--- config.mk ---
export PLATFORM = sky130hd
export DESIGN_NAME = pitch_gap_log_interpolator_unit
export DESIGN_NICKNAME = d
export VERILOG_FILES = /design/src/hw/rtl/pgli_pkg.sv /design/src/hw/rtl/pgli_fifo.sv /design/src/hw/rtl/pgli_front.sv /design/src/hw/rtl/pgli_logfrac.sv /design/src/hw/rtl/pgli_back.sv /design/src/hw/rtl/pitch_gap_log_interpolator_unit.sv
export SDC_FILE = /design/constraint.sdc
export NUM_CORES = 2
export LEC_CHECK = 0
export ABC_AREA = 1
export BUFFER_PORTS_ARGS = -buffer_cell sky130_fd_sc_hd__buf_2
export CAP_MARGIN = 25
export CORE_MARGIN = 4
export CORE_UTILIZATION = 70
export DETAILED_ROUTE_END_ITERATION = 7
export PLACE_DENSITY = 0.87
export SKIP_CTS_REPAIR_TIMING = 1
export SLEW_MARGIN = 25
export SYNTH_ARGS = -nofsm -noshare
export SYNTH_HDL_FRONTEND = slang
export SYNTH_SLANG_ARGS = --single-unit
--- constraint.sdc ---
create_clock -name aclk -period 13.35 [get_ports aclk]
set_clock_uncertainty 0.15 [all_clocks]
set_input_delay 1.335 -clock aclk [delete_from_list [all_inputs] [get_ports aclk]]
set_output_delay 1.335 -clock aclk [all_outputs]
set_load 0.02 [all_outputs]
--- src/hw/rtl/pgli_pkg.sv ---
// Shared types, widths and helpers for the pitch gap log interpolator.
// No dependencies; used by every module of the block.
package pgli_pkg;

    localparam int PITCH_W         = 16;
    localparam int CNT_W           = 6;
    localparam int LOG_W           = 16;
    localparam int EXP_W           = 4;
    localparam int FRAC_W          = 12;
    localparam int PROD_W          = 22;
    localparam int NUM_W           = 23;
    localparam int DEN_W           = 7;
    localparam int GAP_LIMIT_DEF   = 63;
    localparam int QUEUE_DEPTH_DEF = 2;

    typedef struct packed {
        logic                 is_voiced;
        logic [PITCH_W-1:0]   pitch;
        logic [PITCH_W-1:0]   prev;
        logic                 have_prev;
        logic [CNT_W-1:0]     cnt;
        logic                 ovf;
        logic                 fin;
    } pgli_cmd_t;

    function automatic logic [EXP_W-1:0] lead_one(input logic [PITCH_W-1:0] x);
        logic [EXP_W-1:0] e;
        e = '0;
        for (int i = 0; i < PITCH_W; i++) begin
            if (x[i]) begin
                e = EXP_W'(i);
            end
        end
        return e;
    endfunction

endpackage

--- src/hw/rtl/pgli_fifo.sv ---
// Small flip-flop queue of gap commands between front and back.
// Depends on pgli_pkg for the command type.
module pgli_fifo #(
    parameter int DEPTH = pgli_pkg::QUEUE_DEPTH_DEF
) (
    input  logic                aclk,
    input  logic                aresetn,
    input  logic                push,
    input  pgli_pkg::pgli_cmd_t push_data,
    output logic                full,
    input  logic                pop,
    output pgli_pkg::pgli_cmd_t pop_data,
    output logic                empty
);
    localparam int PTR_W = (DEPTH > 1) ? $clog2(DEPTH) : 1;
    localparam int CNT_W = $clog2(DEPTH + 1);

    pgli_pkg::pgli_cmd_t mem_reg [DEPTH];
    logic [PTR_W-1:0] wr_ptr_reg, wr_ptr_next, rd_ptr_reg, rd_ptr_next;
    logic [CNT_W-1:0] count_reg, count_next;
    logic do_push, do_pop;

    assign full     = (count_reg == CNT_W'(DEPTH));
    assign empty    = (count_reg == '0);
    assign pop_data = mem_reg[rd_ptr_reg];
    assign do_push  = push && !full;
    assign do_pop   = pop && !empty;

    always_comb begin
        wr_ptr_next = wr_ptr_reg;
        rd_ptr_next = rd_ptr_reg;
        count_next  = count_reg;
        if (do_push) begin
            wr_ptr_next = (wr_ptr_reg == PTR_W'(DEPTH - 1)) ? '0 : wr_ptr_reg + 1'b1;
        end
        if (do_pop) begin
            rd_ptr_next = (rd_ptr_reg == PTR_W'(DEPTH - 1)) ? '0 : rd_ptr_reg + 1'b1;
        end
        if (do_push && !do_pop) begin
            count_next = count_reg + 1'b1;
        end else if (do_pop && !do_push) begin
            count_next = count_reg - 1'b1;
        end
    end

    always_ff @(posedge aclk) begin
        if (!aresetn) begin
            wr_ptr_reg <= '0;
            rd_ptr_reg <= '0;
            count_reg  <= '0;
        end else begin
            wr_ptr_reg <= wr_ptr_next;
            rd_ptr_reg <= rd_ptr_next;
            count_reg  <= count_next;
        end
    end

    always_ff @(posedge aclk) begin
        if (do_push) begin
            mem_reg[wr_ptr_reg] <= push_data;
        end
    end

endmodule

--- src/hw/rtl/pgli_front.sv ---
// Input side: classifies frames, tracks the gap and issues commands.
// Depends on pgli_pkg.
module pgli_front #(
    parameter int GAP_LIMIT = pgli_pkg::GAP_LIMIT_DEF
) (
    input  logic                aclk,
    input  logic                aresetn,
    input  logic                cfg_wr_en,
    input  logic                cfg_wr_data,
    input  logic                s_tvalid,
    output logic                s_tready,
    input  logic [15:0]         s_tdata,
    input  logic                s_tuser,
    input  logic                s_tlast,
    output logic                push,
    output pgli_pkg::pgli_cmd_t cmd,
    input  logic                full
);
    localparam int CW = pgli_pkg::CNT_W;

    logic                          mask_en_reg;
    logic [pgli_pkg::PITCH_W-1:0]  prev_reg, prev_next;
    logic                          have_prev_reg, have_prev_next;
    logic [CW-1:0]                 cnt_reg, cnt_next;
    logic                          accept, voiced, flush, ovf;
    logic [CW:0]                   cnt_inc;

    assign s_tready = !full;
    assign accept   = s_tvalid && !full;
    assign voiced   = (s_tdata != '0) && (!mask_en_reg || s_tuser);
    assign cnt_inc  = {1'b0, cnt_reg} + 1'b1;
    assign ovf      = (cnt_inc >= (CW + 1)'(GAP_LIMIT));
    assign flush    = ovf || s_tlast;

    always_comb begin
        cmd.is_voiced = voiced;
        cmd.pitch     = voiced ? s_tdata : (have_prev_reg ? prev_reg : '0);
        cmd.prev      = prev_reg;
        cmd.have_prev = have_prev_reg;
        cmd.cnt       = voiced ? cnt_reg : cnt_inc[CW-1:0];
        cmd.ovf       = voiced ? 1'b0 : ovf;
        cmd.fin       = s_tlast;
        push          = accept && (voiced || flush);

        prev_next      = prev_reg;
        have_prev_next = have_prev_reg;
        cnt_next       = cnt_reg;
        if (accept) begin
            if (voiced) begin
                prev_next      = s_tdata;
                have_prev_next = 1'b1;
                cnt_next       = '0;
            end else begin
                cnt_next = flush ? '0 : cnt_inc[CW-1:0];
            end
            if (s_tlast) begin
                prev_next      = '0;
                have_prev_next = 1'b0;
                cnt_next       = '0;
            end
        end
    end

    always_ff @(posedge aclk) begin
        if (!aresetn) begin
            mask_en_reg   <= 1'b1;
            prev_reg      <= '0;
            have_prev_reg <= 1'b0;
            cnt_reg       <= '0;
        end else begin
            if (cfg_wr_en) begin
                mask_en_reg <= cfg_wr_data;
            end
            prev_reg      <= prev_next;
            have_prev_reg <= have_prev_next;
            cnt_reg       <= cnt_next;
        end
    end

endmodule

--- src/hw/rtl/pgli_logfrac.sv ---
// Iterative log2 fraction unit: one squaring step per cycle, one fraction bit per step.
// Depends on pgli_pkg.
module pgli_logfrac (
    input  logic                          aclk,
    input  logic                          aresetn,
    input  logic                          start,
    input  logic [15:0]                   mant,
    output logic                          done,
    output logic [pgli_pkg::FRAC_W-1:0]   frac
);
    localparam int FW = pgli_pkg::FRAC_W;
    localparam int SW = $clog2(FW + 1);

    logic          busy_reg, busy_next;
    logic          done_reg, done_next;
    logic [SW-1:0] step_reg, step_next;
    logic [15:0]   y_reg, y_next;
    logic [FW-1:0] f_reg, f_next;
    logic [31:0]   sq;
    logic [16:0]   t;

    assign sq   = y_reg * y_reg;
    assign t    = sq[31:15];
    assign done = done_reg;
    assign frac = f_reg;

    always_comb begin
        busy_next = busy_reg;
        done_next = 1'b0;
        step_next = step_reg;
        y_next    = y_reg;
        f_next    = f_reg;
        if (start) begin
            busy_next = 1'b1;
            step_next = '0;
            y_next    = mant;
            f_next    = '0;
        end else if (busy_reg) begin
            y_next    = t[16] ? t[16:1] : t[15:0];
            f_next    = {f_reg[FW-2:0], t[16]};
            step_next = step_reg + 1'b1;
            if (step_reg == SW'(FW - 1)) begin
                busy_next = 1'b0;
                done_next = 1'b1;
            end
        end
    end

    always_ff @(posedge aclk) begin
        if (!aresetn) begin
            busy_reg <= 1'b0;
            done_reg <= 1'b0;
        end else begin
            busy_reg <= busy_next;
            done_reg <= done_next;
        end
        step_reg <= step_next;
        y_reg    <= y_next;
        f_reg    <= f_next;
    end

endmodule

--- src/hw/rtl/pgli_back.sv ---
// Result side: expands commands into frames, interpolating in the log domain.
// Depends on pgli_pkg and pgli_logfrac.
module pgli_back (
    input  logic                aclk,
    input  logic                aresetn,
    input  pgli_pkg::pgli_cmd_t q_data,
    input  logic                q_empty,
    output logic                q_pop,
    output logic                m_tvalid,
    input  logic                m_tready,
    output logic [15:0]         m_tdata,
    output logic [1:0]          m_tuser,
    output logic                m_tlast
);
    localparam int CW  = pgli_pkg::CNT_W;
    localparam int LW  = pgli_pkg::LOG_W;
    localparam int EW  = pgli_pkg::EXP_W;
    localparam int FW  = pgli_pkg::FRAC_W;
    localparam int PW  = pgli_pkg::PROD_W;
    localparam int NW  = pgli_pkg::NUM_W;
    localparam int DW  = pgli_pkg::DEN_W;
    localparam int DCW = $clog2(NW + 1);

    typedef enum logic [3:0] {
        S_IDLE, S_NEXT, S_LOGA, S_LOGB, S_MUL, S_DIV, S_BLEND, S_SRCH, S_WAIT, S_EMIT
    } state_t;

    state_t              state_reg, state_next;
    pgli_pkg::pgli_cmd_t cmd_reg, cmd_next;
    logic [CW-1:0]       k_reg, k_next;
    logic [EW-1:0]       ea_reg, ea_next, eb_reg, eb_next;
    logic [LW-1:0]       la_reg, la_next, lb_reg, lb_next, l_reg, l_next;
    logic                neg_reg, neg_next;
    logic [NW-1:0]       dvd_reg, dvd_next;
    logic [DW-1:0]       rem_reg, rem_next;
    logic [DCW-1:0]      dstep_reg, dstep_next;
    logic [15:0]         lo_reg, lo_next, hi_reg, hi_next, mid_reg, mid_next;
    logic [15:0]         val_reg, val_next;
    logic                fill_reg, fill_next, ovf_reg, ovf_next;
    logic                last_reg, last_next, end_reg, end_next;
    logic                m_valid_reg, m_valid_next;
    logic [15:0]         m_data_reg, m_data_next;
    logic [1:0]          m_user_reg, m_user_next;
    logic                m_last_reg, m_last_next;

    logic                lf_start, lf_done;
    logic [15:0]         lf_mant;
    logic [FW-1:0]       lf_frac;
    logic [DW-1:0]       den;
    logic [DW:0]         dsr, trial;
    logic [LW-1:0]       mag;
    logic [PW-1:0]       prod;
    logic [NW+1:0]       li;
    logic [16:0]         mid_sum, rnd_sum;
    logic [EW-1:0]       sh, e_tmp;

    pgli_logfrac u_logfrac (
        .aclk    (aclk),
        .aresetn (aresetn),
        .start   (lf_start),
        .mant    (lf_mant),
        .done    (lf_done),
        .frac    (lf_frac)
    );

    assign m_tvalid = m_valid_reg;
    assign m_tdata  = m_data_reg;
    assign m_tuser  = m_user_reg;
    assign m_tlast  = m_last_reg;

    assign den     = {1'b0, cmd_reg.cnt} + 1'b1;
    assign dsr     = {den, 1'b0};
    assign trial   = {rem_reg, dvd_reg[NW-1]};
    assign mag     = (lb_reg >= la_reg) ? lb_reg - la_reg : la_reg - lb_reg;
    assign prod    = PW'(mag) * PW'(k_reg);
    assign li      = neg_reg ? (NW + 2)'(la_reg) - (NW + 2)'(dvd_reg)
                             : (NW + 2)'(la_reg) + (NW + 2)'(dvd_reg);
    assign mid_sum = {1'b0, lo_reg} + {1'b0, hi_reg} + 1'b1;
    assign sh      = EW'(15) - l_reg[LW-1:FW];
    assign rnd_sum = {1'b0, lo_reg} + ((17'd1 << sh) >> 1);

    always_comb begin
        state_next   = state_reg;
        cmd_next     = cmd_reg;
        k_next       = k_reg;
        ea_next      = ea_reg;
        eb_next      = eb_reg;
        la_next      = la_reg;
        lb_next      = lb_reg;
        l_next       = l_reg;
        neg_next     = neg_reg;
        dvd_next     = dvd_reg;
        rem_next     = rem_reg;
        dstep_next   = dstep_reg;
        lo_next      = lo_reg;
        hi_next      = hi_reg;
        mid_next     = mid_reg;
        val_next     = val_reg;
        fill_next    = fill_reg;
        ovf_next     = ovf_reg;
        last_next    = last_reg;
        end_next     = end_reg;
        m_valid_next = m_valid_reg;
        m_data_next  = m_data_reg;
        m_user_next  = m_user_reg;
        m_last_next  = m_last_reg;
        q_pop        = 1'b0;
        lf_start     = 1'b0;
        lf_mant      = '0;
        e_tmp        = '0;

        if (m_valid_reg && m_tready) begin
            m_valid_next = 1'b0;
        end

        case (state_reg)
            S_IDLE: begin
                if (!q_empty) begin
                    q_pop      = 1'b1;
                    cmd_next   = q_data;
                    k_next     = CW'(1);
                    state_next = S_NEXT;
                end
            end
            S_NEXT: begin
                if (k_reg <= cmd_reg.cnt && cmd_reg.cnt != '0) begin
                    fill_next = 1'b1;
                    ovf_next  = cmd_reg.ovf;
                    last_next = !cmd_reg.is_voiced && (k_reg == cmd_reg.cnt);
                    end_next  = !cmd_reg.is_voiced && (k_reg == cmd_reg.cnt) && cmd_reg.fin;
                    if (cmd_reg.is_voiced && cmd_reg.have_prev) begin
                        if (k_reg == CW'(1)) begin
                            e_tmp      = pgli_pkg::lead_one(cmd_reg.prev);
                            ea_next    = e_tmp;
                            lf_start   = 1'b1;
                            lf_mant    = cmd_reg.prev << (EW'(15) - e_tmp);
                            state_next = S_LOGA;
                        end else begin
                            state_next = S_MUL;
                        end
                    end else begin
                        val_next   = cmd_reg.pitch;
                        state_next = S_EMIT;
                    end
                end else begin
                    val_next   = cmd_reg.pitch;
                    fill_next  = 1'b0;
                    ovf_next   = 1'b0;
                    last_next  = 1'b1;
                    end_next   = cmd_reg.fin;
                    state_next = S_EMIT;
                end
            end
            S_LOGA: begin
                if (lf_done) begin
                    la_next    = (cmd_reg.prev == '0) ? '0 : {ea_reg, lf_frac};
                    e_tmp      = pgli_pkg::lead_one(cmd_reg.pitch);
                    eb_next    = e_tmp;
                    lf_start   = 1'b1;
                    lf_mant    = cmd_reg.pitch << (EW'(15) - e_tmp);
                    state_next = S_LOGB;
                end
            end
            S_LOGB: begin
                if (lf_done) begin
                    lb_next    = (cmd_reg.pitch == '0) ? '0 : {eb_reg, lf_frac};
                    state_next = S_MUL;
                end
            end
            S_MUL: begin
                neg_next   = (lb_reg < la_reg);
                dvd_next   = {prod, 1'b0} + NW'(den);
                rem_next   = '0;
                dstep_next = '0;
                state_next = S_DIV;
            end
            S_DIV: begin
                if (trial >= dsr) begin
                    rem_next = DW'(trial - dsr);
                    dvd_next = {dvd_reg[NW-2:0], 1'b1};
                end else begin
                    rem_next = trial[DW-1:0];
                    dvd_next = {dvd_reg[NW-2:0], 1'b0};
                end
                dstep_next = dstep_reg + 1'b1;
                if (dstep_reg == DCW'(NW - 1)) begin
                    state_next = S_BLEND;
                end
            end
            S_BLEND: begin
                if (li[NW+1]) begin
                    l_next = '0;
                end else if (li[NW:LW] != '0) begin
                    l_next = '1;
                end else begin
                    l_next = li[LW-1:0];
                end
                lo_next    = 16'h8000;
                hi_next    = 16'hFFFF;
                state_next = S_SRCH;
            end
            S_SRCH: begin
                if (lo_reg < hi_reg) begin
                    mid_next   = mid_sum[16:1];
                    lf_start   = 1'b1;
                    lf_mant    = mid_sum[16:1];
                    state_next = S_WAIT;
                end else begin
                    val_next   = (sh == '0) ? lo_reg : 16'(rnd_sum >> sh);
                    state_next = S_EMIT;
                end
            end
            S_WAIT: begin
                if (lf_done) begin
                    if (lf_frac <= l_reg[FW-1:0]) begin
                        lo_next = mid_reg;
                    end else begin
                        hi_next = mid_reg - 1'b1;
                    end
                    state_next = S_SRCH;
                end
            end
            S_EMIT: begin
                if (!m_valid_reg || m_tready) begin
                    m_valid_next = 1'b1;
                    m_data_next  = val_reg;
                    m_user_next  = {ovf_reg, fill_reg};
                    m_last_next  = end_reg;
                    if (last_reg) begin
                        state_next = S_IDLE;
                    end else begin
                        k_next     = k_reg + 1'b1;
                        state_next = S_NEXT;
                    end
                end
            end
            default: begin
                state_next = S_IDLE;
            end
        endcase
    end

    always_ff @(posedge aclk) begin
        if (!aresetn) begin
            state_reg   <= S_IDLE;
            m_valid_reg <= 1'b0;
        end else begin
            state_reg   <= state_next;
            m_valid_reg <= m_valid_next;
        end
        cmd_reg    <= cmd_next;
        k_reg      <= k_next;
        ea_reg     <= ea_next;
        eb_reg     <= eb_next;
        la_reg     <= la_next;
        lb_reg     <= lb_next;
        l_reg      <= l_next;
        neg_reg    <= neg_next;
        dvd_reg    <= dvd_next;
        rem_reg    <= rem_next;
        dstep_reg  <= dstep_next;
        lo_reg     <= lo_next;
        hi_reg     <= hi_next;
        mid_reg    <= mid_next;
        val_reg    <= val_next;
        fill_reg   <= fill_next;
        ovf_reg    <= ovf_next;
        last_reg   <= last_next;
        end_reg    <= end_next;
        m_data_reg <= m_data_next;
        m_user_reg <= m_user_next;
        m_last_reg <= m_last_next;
    end

endmodule

--- src/hw/rtl/pitch_gap_log_interpolator_unit.sv ---
// Pitch gap filler top level: front classifier, command queue, fill engine.
// Depends on pgli_pkg, pgli_front, pgli_fifo, pgli_back.
//
// Takes Q12.4 pitch frames and returns one dense frame per input frame, unvoiced
// runs filled by log-domain interpolation between voiced neighbors or held at an
// edge. Input frames are accepted whenever the command queue has room.
// Output: a passed voiced frame or held frame needs no arithmetic; each
// interpolated frame takes a divide and a 15-step search of the shared log2
// fraction unit, plus the two endpoint logs once per gap. The shared log2
// unit sets the fill rate.
module pitch_gap_log_interpolator_unit #(
    parameter int GAP_LIMIT   = pgli_pkg::GAP_LIMIT_DEF,
    parameter int QUEUE_DEPTH = pgli_pkg::QUEUE_DEPTH_DEF
) (
    input  logic        aclk,
    input  logic        aresetn,
    input  logic        cfg_wr_en,
    input  logic        cfg_wr_data,  // use_voicing_mask
    input  logic        s_tvalid,
    output logic        s_tready,
    input  logic [15:0] s_tdata,      // pitch_hz
    input  logic        s_tuser,      // mask_bit
    input  logic        s_tlast,      // final_frame
    output logic        m_tvalid,
    input  logic        m_tready,
    output logic [15:0] m_tdata,      // dense_pitch
    output logic [1:0]  m_tuser,      // [1] gap_overflow, [0] was_filled
    output logic        m_tlast       // end_of_curve
);
    pgli_pkg::pgli_cmd_t push_cmd, pop_cmd;
    logic push, full, pop, empty;

    pgli_front #(
        .GAP_LIMIT (GAP_LIMIT)
    ) u_front (
        .aclk        (aclk),
        .aresetn     (aresetn),
        .cfg_wr_en   (cfg_wr_en),
        .cfg_wr_data (cfg_wr_data),
        .s_tvalid    (s_tvalid),
        .s_tready    (s_tready),
        .s_tdata     (s_tdata),
        .s_tuser     (s_tuser),
        .s_tlast     (s_tlast),
        .push        (push),
        .cmd         (push_cmd),
        .full        (full)
    );

    pgli_fifo #(
        .DEPTH (QUEUE_DEPTH)
    ) u_fifo (
        .aclk      (aclk),
        .aresetn   (aresetn),
        .push      (push),
        .push_data (push_cmd),
        .full      (full),
        .pop       (pop),
        .pop_data  (pop_cmd),
        .empty     (empty)
    );

    pgli_back u_back (
        .aclk     (aclk),
        .aresetn  (aresetn),
        .q_data   (pop_cmd),
        .q_empty  (empty),
        .q_pop    (pop),
        .m_tvalid (m_tvalid),
        .m_tready (m_tready),
        .m_tdata  (m_tdata),
        .m_tuser  (m_tuser),
        .m_tlast  (m_tlast)
    );

endmodule
==> metrics.txt <==
drt total wl=87,400 um; outcome=completed; worst rel slew slack=43.2%; CP max-delay cell=fa_1; Max stage delay on crit path=0.57 ns; CP Capture Type=flop; Final Cycle Share=55.4%; I/O pins=45; worst r2r dst=u_back.dvd_reg[21]$_DFFE_PP_; Synth area leader=edfxtp_1; via count=29,200; WHS Endpoint=u_back.m_tuser[0]$_DFFE_PP_; CTS H-tree depth=2; vias in the first global route=28,300; clock-pin slew on the worst setup and hold paths=0.07 ns; share of cells above drive strength 1=5.45%; Hold Fails Final Rpt=0; TritonCTS buffer count=41; WP data arrival=7.55 ns; max FFs per register=84; worst skew pair latency=0.57 ns; TritonCTS clock tree=built; Initial Util=71.2%; final weighted congestion in routability-driven placement=1.04; MaxCap Viol Count=0; full die area=0.0525 mm2; DRT iter0 DRCs=2,955; ANT cells=0; post-synth cell types=63; R2R cell count=34; Hold Path Stages=0; HP Start=u_back.fill_reg$_DFFE_PP_; CP startpoint kind=flop; Sink Count=378; Final ANT Viol Nets=0; total negative slack=0 ns; worst-margin pin slew=0.851 ns; Syn-to-layout area delta=6.41%; count of pins over their slew limit=0; drc violations=0; Yosys warnings=0; Synth top area share=28.7%; cells after synthesis=4,244; antenna violations before repair=0; fraction of registers with async set/reset=0%; fmax=135 MHz; Post-Syn Nets=4,776; core area=0.0480 mm2; Die W=229 um; hpwl dp=65,900 um; crit-path most repeated cell=nand2_1; CP Max Fanout=17; first-pass GRT wire length=142,000 um; Overflow after GRT=0; Tot GR Track Use=33.0%; Rows=80; drt first pass iters=6; FF+latch count, synth=378; Area contributors post-synth=edfxtp_1, fa_1, nand2_1, ha_1, inv_1; CP Data Required Time=13.51 ns; commonest non-fill, non-tap cell in the layout=nand2_1; worst hold path type=reg -> reg; internal reg-to-reg setup slack=5.96 ns; CTS Buffer Depth=3; Layout Nets=4,774; sequential share of the synthesized area=31.7%; Wirelength per Cell=17.9 um; ys flop type=edfxtp_1; Die Y=229 um; crit path time final=7.39 ns; unrepaired setup endpoints after global routing=no; Worst Path Class, Setup=reg -> reg; Root Driver=clkbuf_16; via/cell ratio=5.98; largest net degree at the start of global routing=45; Post-synth EDFFs=327; commonest non-fill, non-tap cells in the layout=nand2_1, inv_1, nor2_1; Post-Syn Area=0.0342 mm2; syn avg cell area=8.06 um2; reg2reg start=u_back.lb_reg[0]$_SDFFCE_PN0P_; setup violators final=0; I/O Buffers=44
==> cell families after synthesis <==
family                   share of synthesized area [%]
adder cells (fa/ha/maj)                           23.6
XOR/XNOR                                          3.37
buffers and inverters                             10.0
AND/OR/NAND/NOR                                   21.7
multiplexers                                     0.150
AO/OA/AOI/OAI                                     9.50
flip-flops                                        31.7
==> worst max-delay path by stage <==
stage | start | to | slack [ns]
after global routing | u_back.lb_reg[0]$_SDFFCE_PN0P_ | u_back.dvd_reg[22]$_DFFE_PP_ | 5.40
final | u_back.lb_reg[0]$_SDFFCE_PN0P_ | u_back.dvd_reg[21]$_DFFE_PP_ | 5.96
after global placement | u_back.lb_reg[0]$_SDFFCE_PN0P_ | u_back.dvd_reg[22]$_DFFE_PP_ | 6.32
after CTS | u_back.lb_reg[0]$_SDFFCE_PN0P_ | u_back.dvd_reg[22]$_DFFE_PP_ | 6.03
after floorplan | u_back.lb_reg[0]$_SDFFCE_PN0P_ | u_back.dvd_reg[21]$_DFFE_PP_ | 6.94
after detailed placement | u_back.lb_reg[0]$_SDFFCE_PN0P_ | u_back.dvd_reg[22]$_DFFE_PP_ | 6.09
==> area by class of cell <==
class	instances	area (um2)
clock buffers	49	1110
clock inverters	27	304
fillers	3449	11600
inverters	780	2930
multi-input cells	2970	20000
flip-flops and latches	378	10800
well taps	615	769
repair buffers	71	450
==> critical path, delay by kind of cell (launching register included) <==
kind	cells	cell delay [ns]
AOI/OAI and AO/OA	5	0.66
and+or+nand+nor	16	2.04
adders and majority gates	7	2.90
DFF	1	0.41
xor gates and xnor gates	2	0.70
buffers and inverters	4	0.26
==> per-layer routing <==
metal | GRT usage [%] | vias up | wire (um)
met3 | 4.00 | 285 | 7750
met2 | 54.3 | 1547 | 40800
met1 | 45.3 | 13700 | 35100
met4 | 12.8 | 0 | 3800
met5 | 0 | - | 0
li1 | - | 13700 | -
==> synthesized netlist by cell type, types with 11 or more instances <==
cell type and instances:
nand2_1 945, inv_1 754, nor2_1 376, edfxtp_1 327, nand3_1 281, ha_1 280, a21oi_1 233, fa_1 228
o21ai_0 159, xor2_1 97, clkbuf_1 90, dfxtp_1 51, nand4_1 43, nor3_1 39, xnor2_1 31, o211ai_1 24
o21ai_1 22, or2_2 19, nor4_1 18, a21o_1 17, buf_2 16, o21bai_1 14, a211oi_1 13, clkinv_1 13
inv_2 13, nand3_2 13, a31oi_1 11
==> per-stage QoR <==
stage               instance area (um2)  cells  hold WS, ns  setup WS, ns  util (%)
CTS                               36400   4888        0.267          6.03      75.7
finish                            36400   4890        0.270          5.96      75.8
global placement                  35000   4812        0.252          6.32      72.7
floorplan                         34200   4244        0.250          6.94         -
global route                      36400   4890        0.279          5.40      75.8
detailed placement                35000   4812        0.255          6.09      72.7
Power is not shown: default switching activity piles up to over one toggle a cycle in this logic, so the estimate is an artifact.
